`src/design/m3inv_pkg.sv`:
```
// m3inv_pkg: shared widths, queue entry type and cofactor index map
// for the 3x3 matrix inverse unit; no dependencies
`timescale 1ns / 1ps
package m3inv_pkg;
    localparam int ELEM_W = 32;
    localparam int PROD_W = 64;
    localparam int COF_W  = 65;
    localparam int DET_W  = 98;
    localparam int DMAG_W = 97;
    localparam int CMAG_W = 64;
    localparam int Q_W    = 33;
    localparam int QDEPTH = 8;
    localparam int QIDX_W = 3;
    localparam int QCNT_W = 4;

    typedef logic signed [ELEM_W-1:0] t_elem;
    typedef logic signed [COF_W-1:0]  t_cof;
    typedef logic signed [DET_W-1:0]  t_det;

    typedef struct packed {
        logic [8:0][COF_W-1:0] cof;
        logic [DET_W-1:0]      det;
    } t_qent;

    // element indices (row-major) of cofactor k = m[a]*m[b] - m[c]*m[d]
    function automatic logic [15:0] cf_idx(input logic [3:0] k);
        logic [15:0] v;
        unique case (k)
            4'd0:    v = {4'd4, 4'd8, 4'd5, 4'd7};
            4'd1:    v = {4'd7, 4'd2, 4'd8, 4'd1};
            4'd2:    v = {4'd1, 4'd5, 4'd2, 4'd4};
            4'd3:    v = {4'd5, 4'd6, 4'd3, 4'd8};
            4'd4:    v = {4'd8, 4'd0, 4'd6, 4'd2};
            4'd5:    v = {4'd2, 4'd3, 4'd0, 4'd5};
            4'd6:    v = {4'd3, 4'd7, 4'd4, 4'd6};
            4'd7:    v = {4'd6, 4'd1, 4'd7, 4'd0};
            4'd8:    v = {4'd0, 4'd4, 4'd1, 4'd3};
            default: v = '0;
        endcase
        return v;
    endfunction
endpackage

```
`src/design/m3inv_back.sv`:
```
// m3inv_back: shared restoring divider forming the nine rounded, saturated
// quotients (zeros for a singular matrix), plus the output register; uses m3inv_pkg
`timescale 1ns / 1ps
module m3inv_back (
    input  logic                 i_clk,
    input  logic                 i_rst_n,
    input  logic                 i_empty,
    input  m3inv_pkg::t_qent     i_ent,
    output logic                 o_take,
    output logic                 o_empty,
    input  logic                 i_pop,
    output logic signed [31:0]   o_inv [9],
    output logic                 o_singular
);
    import m3inv_pkg::*;

    localparam logic [2:0] S_IDLE = 3'd0;
    localparam logic [2:0] S_INIT = 3'd1;
    localparam logic [2:0] S_STEP = 3'd2;
    localparam logic [2:0] S_FIN  = 3'd3;
    localparam logic [2:0] S_DONE = 3'd4;

    logic [2:0] r_st;
    logic [3:0] r_k;
    logic [5:0] r_cnt;
    logic [8:0][COF_W-1:0] r_cof;
    logic [DMAG_W-1:0] r_d;
    logic [DET_W-1:0]  r_r;
    logic [Q_W-1:0]    r_q;
    logic r_neg, r_sat, r_sing, r_ovalid, r_det_neg;
    logic [31:0] r_res [9];

    logic [COF_W-1:0]  cur;
    logic [CMAG_W-1:0] cmag;
    logic [DMAG_W-1:0] dmag;
    logic [DET_W-1:0]  rs;
    logic              ge;
    logic [Q_W:0]      qr;
    logic [31:0]       val;
    logic              out_free;

    assign out_free = !r_ovalid || i_pop;
    assign cur  = r_cof[r_k];
    assign cmag = cur[COF_W-1] ? CMAG_W'(-cur) : cur[CMAG_W-1:0];
    assign dmag = i_ent.det[DET_W-1] ? DMAG_W'(-i_ent.det) : i_ent.det[DMAG_W-1:0];
    assign rs   = (r_cnt == 6'd32) ? r_r : {r_r[DET_W-2:0], 1'b0};
    assign ge   = rs >= {1'b0, r_d};
    assign qr   = {1'b0, r_q} + (Q_W+1)'({r_r, 1'b0} >= {2'b0, r_d});

    always_comb begin
        if (r_sat) begin
            val = r_neg ? 32'h8000_0000 : 32'h7FFF_FFFF;
        end else if (!r_neg) begin
            val = (qr > (Q_W+1)'(32'h7FFF_FFFF)) ? 32'h7FFF_FFFF : qr[31:0];
        end else begin
            val = (qr > (Q_W+1)'(32'h8000_0000)) ? 32'h8000_0000 : 32'(-qr[31:0]);
        end
    end

    assign o_take = (r_st == S_IDLE) && !i_empty;

    always_ff @(posedge i_clk) begin
        if (!i_rst_n) begin
            r_st     <= S_IDLE;
            r_ovalid <= 1'b0;
        end else begin
            if (r_st == S_DONE && out_free) begin
                r_ovalid <= 1'b1;
            end else if (i_pop) begin
                r_ovalid <= 1'b0;
            end
            unique case (r_st)
                S_IDLE: begin
                    if (!i_empty) begin
                        r_cof     <= i_ent.cof;
                        r_d       <= dmag;
                        r_det_neg <= i_ent.det[DET_W-1];
                        r_k       <= '0;
                        if (i_ent.det == '0) begin
                            r_sing <= 1'b1;
                            for (int k = 0; k < 9; k++) r_res[k] <= '0;
                            r_st <= S_DONE;
                        end else begin
                            r_sing <= 1'b0;
                            r_st   <= S_INIT;
                        end
                    end
                end
                S_INIT: begin
                    r_neg <= cur[COF_W-1] ^ r_det_neg;
                    // quotient at or above 2^33 saturates either way
                    r_sat <= {1'b0, cmag} >= {r_d, 1'b0};
                    r_r   <= DET_W'(cmag);
                    r_q   <= '0;
                    r_cnt <= 6'd32;
                    r_st  <= S_STEP;
                end
                S_STEP: begin
                    r_r   <= ge ? rs - {1'b0, r_d} : rs;
                    r_q   <= {r_q[Q_W-2:0], ge};
                    r_cnt <= r_cnt - 1'b1;
                    if (r_cnt == '0) r_st <= S_FIN;
                end
                S_FIN: begin
                    r_res[r_k] <= val;
                    if (r_k == 4'd8) begin
                        r_st <= S_DONE;
                    end else begin
                        r_k  <= r_k + 1'b1;
                        r_st <= S_INIT;
                    end
                end
                S_DONE: begin
                    if (out_free) begin
                        for (int k = 0; k < 9; k++) o_inv[k] <= r_res[k];
                        o_singular <= r_sing;
                        r_st       <= S_IDLE;
                    end
                end
                default: r_st <= S_IDLE;
            endcase
        end
    end

    assign o_empty = !r_ovalid;

    a_sing_zero: assert property (@(posedge i_clk) disable iff (!i_rst_n)
        (r_ovalid && o_singular) |-> (o_inv[0] == '0 && o_inv[4] == '0 && o_inv[8] == '0))
        else $error("singular result not zero");
    a_hold: assert property (@(posedge i_clk) disable iff (!i_rst_n)
        (r_ovalid && !i_pop) |=> (r_ovalid && $stable(o_inv[0]) && $stable(o_singular)))
        else $error("result changed before transfer");
    a_rem: assert property (@(posedge i_clk) disable iff (!i_rst_n)
        (r_st == S_FIN && !r_sat) |-> (r_r < {1'b0, r_d}))
        else $error("remainder not below divisor");
    a_k: assert property (@(posedge i_clk) disable iff (!i_rst_n)
        (r_st != S_IDLE) |-> (r_k <= 4'd8)) else $error("element index out of range");
endmodule

```
`config.mk`:
```
export PLATFORM = sky130hd
export DESIGN_NAME = m3inv_back
export DESIGN_NICKNAME = d
export VERILOG_FILES = /design/src/design/m3inv_pkg.sv /design/src/design/m3inv_back.sv
export SDC_FILE = /design/constraint.sdc
export NUM_CORES = 2
export LEC_CHECK = 0
export ABC_AREA = 1
export BUFFER_PORTS_ARGS = -buffer_cell sky130_fd_sc_hd__buf_2
export CAP_MARGIN = 40
export CELL_PAD_IN_SITES_DETAIL_PLACEMENT = 1
export CELL_PAD_IN_SITES_GLOBAL_PLACEMENT = 1
export CORE_AREA = 4 4 315 548
export CTS_CLUSTER_DIAMETER = 120
export DETAILED_ROUTE_END_ITERATION = 10
export DIE_AREA = 0 0 319 552
export PLACE_DENSITY_LB_ADDON = 0.1
export SLEW_MARGIN = 5
export SYNTH_ARGS = -nofsm -noshare
export SYNTH_HDL_FRONTEND = slang
export SYNTH_SLANG_ARGS = --single-unit
```
`constraint.sdc`:
```
create_clock -name i_clk -period 91.3 [get_ports i_clk]
set_input_delay 18.26 -clock i_clk [delete_from_list [all_inputs] [get_ports i_clk]]
set_output_delay 18.26 -clock i_clk [all_outputs]
set_load 0.005 [all_outputs]
```
* Word level (Yosys, flattened, before mapping)
Memory sizes are Yosys's and may differ from the RTL's. A register that Yosys moved wholly into a read port is not among the register bits. Index checks and enable logic that the tools add are counted.
Operators by class: add/subtract/negate cells 7, order comparisons 6, eq/ne operators 10, mux-type cells 36, bitwise operators 2, reduce and logical (&&, ||, !) cells 18
Operators with widths (count):
- binary-select mux 65 bit (select 4 bit) | 1
- two-way mux 98 bit | 2
- one-hot mux 98 bit (2 select lines) | 1
- two-way mux 32 bit | 6
- >= comparator 99 x 97 -> 1 bit | 1
- >= comparator 64 x 98 -> 1 bit | 1
- >= comparator 98 x 97 -> 1 bit | 1
- logical NOT 98 bit | 1
- subtractor 98 x 97 -> 98 bit | 1
- two-way mux 97 bit | 1
- negation 97 bit | 1
- one-hot mux 33 bit (2 select lines) | 1
- two-way mux 65 bit | 1
- two-way mux 64 bit | 1
- negation 64 bit | 1
- adder 33 x 1 -> 34 bit | 1
- > comparator 34 x 31 -> 1 bit, second input constant | 1
- > comparator 34 x 32 -> 1 bit, second input constant | 1
- negation 32 bit | 1
- OR reduction 32 bit | 1
- two-way mux 3 bit | 5
- one-hot mux 3 bit (5 select lines) | 1
- two-way mux 4 bit | 3
- one-hot mux 6 bit (2 select lines) | 1
- other kinds (22) | 43
Word-level totals: bits in registers 832, RAM bits 288, output and inout port bits 291, logic and storage cells 101, memories 1
Memories:
- r_res | depth 9, width 32, read ports 9, clocked after Yosys merged registers in 9, wr ports 9, RTL line m3inv_back.sv:31 | logic [31:0] r_res [9];

* Logic depth before layout (Yosys ltp)
word-level depth 7, gate-level depth with buffers 33, mapped depth without buffers 32

* Worst setup path after synthesis
OpenSTA, ideal clock, no wires.
path kind input-to-reg, start point in i_rst_n, end point mem r_res[0][0] (enable), setup time 0.419 ns, data arrival time 74.425 ns, data required time 90.881 ns, path slack 16.457 ns, cell stages on the path 4, path buffers 0, cells stage by stage clkinv_1 nor3_1 nand2_1 nand2_1
RTL lines:
- from (decl) | RTL line m3inv_back.sv:6 | input logic i_rst_n,
- to (decl) | RTL line m3inv_back.sv:31

* Worst setup path in the final report
start point in i_empty, end point out o_take
On the way: word-level cells in the longest chain between the ends 2
Ends and longest elaborated chain:
- from (decl) | RTL line m3inv_back.sv:7 | input logic i_empty,
- logical NOT 1 bit
- logical AND 1 bit | RTL line m3inv_back.sv:60 | assign o_take = (r_st == S_IDLE) && !i_empty;
- to (decl) | RTL line m3inv_back.sv:9 | output logic o_take,
Every way passes these cells.

==> flow_summary.rst <==
.. list-table::
   :header-rows: 1

   * - Metric
     - Value
   * - Status
     - finished, final reports clean
   * - Worst R2R End
     - r_sat
   * - Start-to-end type of the worst setup path
     - input port to output pin
   * - DIE WIDTH
     - 319 um
   * - Portion of total power attributed to combinational logic
     - 30.6%
   * - Post-layout minimum cycle time
     - 37020 ps
   * - Maximum operating frequency
     - 0.0270 GHz
   * - Maximum capacitance violations
     - 0
   * - Setup skew after layout
     - 66.0 ps
   * - Initial detailed-routing violation count
     - 4606
   * - Power share of the clock group
     - 28.8%
   * - Number of enable flip-flop cells after synthesis
     - 1404
   * - Critical Path Max Stage Delay
     - 180 ps
   * - Post-synth cell types
     - 65
   * - Register clock-pin slew on the reported worst setup and hold paths
     - 60 ps
   * - Yosys warning count
     - 0
   * - Worst Path Max Fanout
     - 4
   * - Pin count of the biggest net entering global routing
     - 167
   * - Switching portion of total power
     - 36.6%
   * - Total routing resource utilization after global routing
     - 35.3%
   * - Crit path max-delay cell type
     - nor2_1
   * - Part of the total power dissipated in sequential elements
     - 40.6%
   * - Final GP Congestion
     - 1.03
   * - Internal reg-to-reg setup slack
     - 83560 ps
   * - Number of synthesized register bits
     - 1408
   * - Final setup violation count
     - 0
   * - Mapped Nets
     - 9041
   * - Layout cells sized above 1
     - 16.9%
   * - Synth Cell Area
     - 75200 sq um
   * - Die area
     - 176000 sq um
   * - Filler cell count in the final layout
     - 19.5k
   * - Vias in the first global route
     - 67.8k
   * - Clk buf depth
     - 4
   * - Worst-case headroom to the max-slew limit
     - 26.8%
   * - Depth of the worst register-to-register path
     - 26
   * - Sequential element share of the synthesized area
     - 56.1%
   * - Source of the worst register-to-register timing path
     - r_k[0]
   * - Static leakage
     - 36.0 nW
   * - Internal
     - 1.25 mW
   * - Count of boundary I/O pins
     - 978
   * - Wire length of the first global-routing pass
     - 454 mm
   * - TNS Setup
     - 0 ps
   * - Worst-case vdd ir drop
     - 0.0000182 V
   * - Max-slew violations
     - 0
   * - Antenna violations before repair
     - 104
   * - Worst hold slack
     - 397 ps
   * - Final ANT Viol Nets
     - 0
   * - Synthesized area per cell
     - 9.31 sq um
   * - Cells on Worst Hold Path
     - 0
   * - Share of flip-flops with an asynchronous set or reset after synthesis
     - 0%
   * - Hold wc startpoint
     - r_res[8][2]
   * - Number of instances in the synthesized netlist
     - 8085
   * - Number of rows created at floorplan
     - 199
   * - Portion of the clock cycle consumed by the worst path in the final layout
     - 40.5%
   * - Router iterations before antenna repair
     - 5
   * - Source-to-sink clock delay at the later pin of the worst-skew pair
     - 830 ps
   * - Starting utilization of the core area
     - 44.8%
   * - Final WL
     - 320 mm
   * - Cell seen most often among critical-path stages
     - buf_2
   * - Final setup margin
     - 54280 ps
   * - Per-cell via count in the routed design
     - 5.57
   * - Arrival time at the worst endpoint
     - 18760 ps
   * - Critical-path cell list
     - buf_2 > nor2_1 > buf_2
   * - Top_reg_cell synth
     - edfxtp_1
   * - Post-DP HPWL
     - 257 mm
   * - Number of gates resized after CTS
     - 0
   * - Data required time at the worst endpoint
     - 73040 ps
   * - Post-Route Utilization
     - 52.0%
   * - Pre-CTS worst setup slack
     - 54270 ps
   * - Floorplan die height
     - 552 um
   * - Number of remaining DRC errors
     - 0
   * - Remaining global-route overflow
     - 0
   * - Number of buffers added on ports
     - 977
   * - Power density relative to cell area
     - 22.6 nW/um^2
   * - Startpoint type of the worst setup path
     - input port
   * - Area of the placeable core
     - 168000 sq um
   * - Nets
     - 10.0k
   * - Clock tree root buffer cell
     - clkbuf_16
   * - Maximum level of the CTS H-tree
     - 4
   * - CP endpoint kind
     - output pin
   * - Num CTS Buffers
     - 141
   * - Hold Violations, Final
     - 0
   * - Actual transition at the worst max-transition pin
     - 1100 ps
   * - Min-Delay Endpoint
     - o_inv[2]
   * - Net switching power
     - 0.721 mW
   * - Hold Path Class
     - flip-flop to flip-flop
   * - Average detailed-routed wire length per instance
     - 28.0 um
   * - Via count
     - 63.6k
   * - Area delta synth->final
     - 16.1%
   * - # hold bufs at CTS
     - 0
   * - TritonCTS clock tree
     - yes
   * - Setup fix buffers added after clock tree synthesis
     - 0
   * - Total clock sinks
     - 1408
   * - Setup repair after global routing missed its margin
     - no
-- per-layer routing --
layer  wire length, um  vias up  track usage [%]
met2            161000     2496             62.6
met5               462        -                0
li1                  -    29300                -
met1            104000    30800             34.8
met4             36200       72             32.1
met3             18800      999             6.58
-- placed cells by master (no fill, tap or decap), types with 66 or more instances in the layout --
master,netlist,routed
a21oi_1,397,396
buf_2,81,984
buf_4,12,79
clkbuf_16,0,142
edfxtp_1,1404,1404
ha_1,268,268
inv_1,1052,1049
nand2_1,1696,1691
nand3_1,525,524
nand4_1,186,186
nor2_1,1015,1013
nor2_2,100,97
nor3_1,70,67
o211ai_1,129,129
o21ai_0,427,424
xnor2_1,66,66
xor2_1,113,113
-- worst max-delay path, delay by kind of cell --
family,cells,cell delay (ps)
buffers and inverters,2,320
and+or+nand+nor,1,180
-- how the worst max path moves through the flow --
stage | startpoint | endpoint | depth (start not counted)
floorplan | i_rst_n | r_res[0][0] | 4
global placement | i_empty | o_take | 3
detailed placement | i_empty | o_take | 3
CTS | i_empty | o_take | 3
global route | i_empty | o_take | 3
finish | i_empty | o_take | 3
-- power groups by stage --
stage / clock, mW / combinational (mW) / sequential, mW
2_1_floorplan: 0 / 0.356 / 0.869
3_5_place_dp: 0 / 0.590 / 0.813
5_1_grt: 0.607 / 0.653 / 0.802
3_3_place_gp: 0 / 0.571 / 0.810
6_report: 0.569 / 0.603 / 0.800
4_1_cts: 0.576 / 0.594 / 0.799
-- Yosys cell counts (all sizes together) (2+ instances only) --
master   instances  area share [%]
clkinv           3           0.015
inv           1076             5.4
a21boi           4           0.040
a32o             2           0.027
and2            13            0.11
a211oi          10            0.10
nand3b          43            0.44
buf            132            0.95
a31oi           13            0.11
a21o             5           0.050
o211ai         129             1.3
xnor2           66            0.77
clkbuf         119            0.59
a21oi          397             2.6
a2111oi          2           0.023
o221ai           5           0.058
nand2         1724             8.7
nor3b            3           0.030
edfxtp        1404              56
xor2           115             1.4
or2             54            0.45
nand3          537             3.7
o22ai            3           0.025
nor3            71            0.48
ha             268             4.5
nand4          192             1.7
dfxtp            4            0.11
and3             3           0.025
o21bai          20            0.20
nor2          1133             6.2
nor4            50            0.42
o31ai           12            0.14
o21ai          444             3.0
o21a            20            0.20
-- registers in the layout, summed over array words and instances, names as in the netlist --
signal / count
r_q: 33
r_ovalid: 1
r_det_neg: 1
r_k: 4
r_st: 3
o_singular: 1
r_res: 288
r_cof: 585
r_sat: 1
r_neg: 1
r_r: 98
o_inv: 288
r_cnt: 6
r_sing: 1
r_d: 97
-- cell type report --
class / instances / area (sq um) / share of cell area (%)
clock buffers: 170 / 3660 / 4.19
repair buffers: 1083 / 5930 / 6.79
inverters: 1079 / 4060 / 4.65
diodes: 53 / 133 / 0.152
multi-input cells: 5347 / 27900 / 31.9
clock inverters: 75 / 693 / 0.793
flip-flops and latches: 1408 / 42200 / 48.3
well taps: 2211 / 2770 / 3.17
-- stage by stage --
stage	instance area (sq um)	power, mW	std cells
floorplan	75200	1.23	8085
global placement	82400	1.38	11100
detailed placement	82800	1.40	11100
CTS	87200	1.97	11400
global route	87300	2.06	11400
finish	87400	1.97	11400
-- cell families after synthesis --
kind of cell	share of synthesized area [%]
AO/OA/AOI/OAI	7.92
AND/OR/NAND/NOR	22.4
buffers and inverters	6.94
XOR/XNOR	2.13
flip-flops	56.1
adder cells (fa/ha/maj)	4.48
No activity file was read; power rests on OpenSTA's default activity.
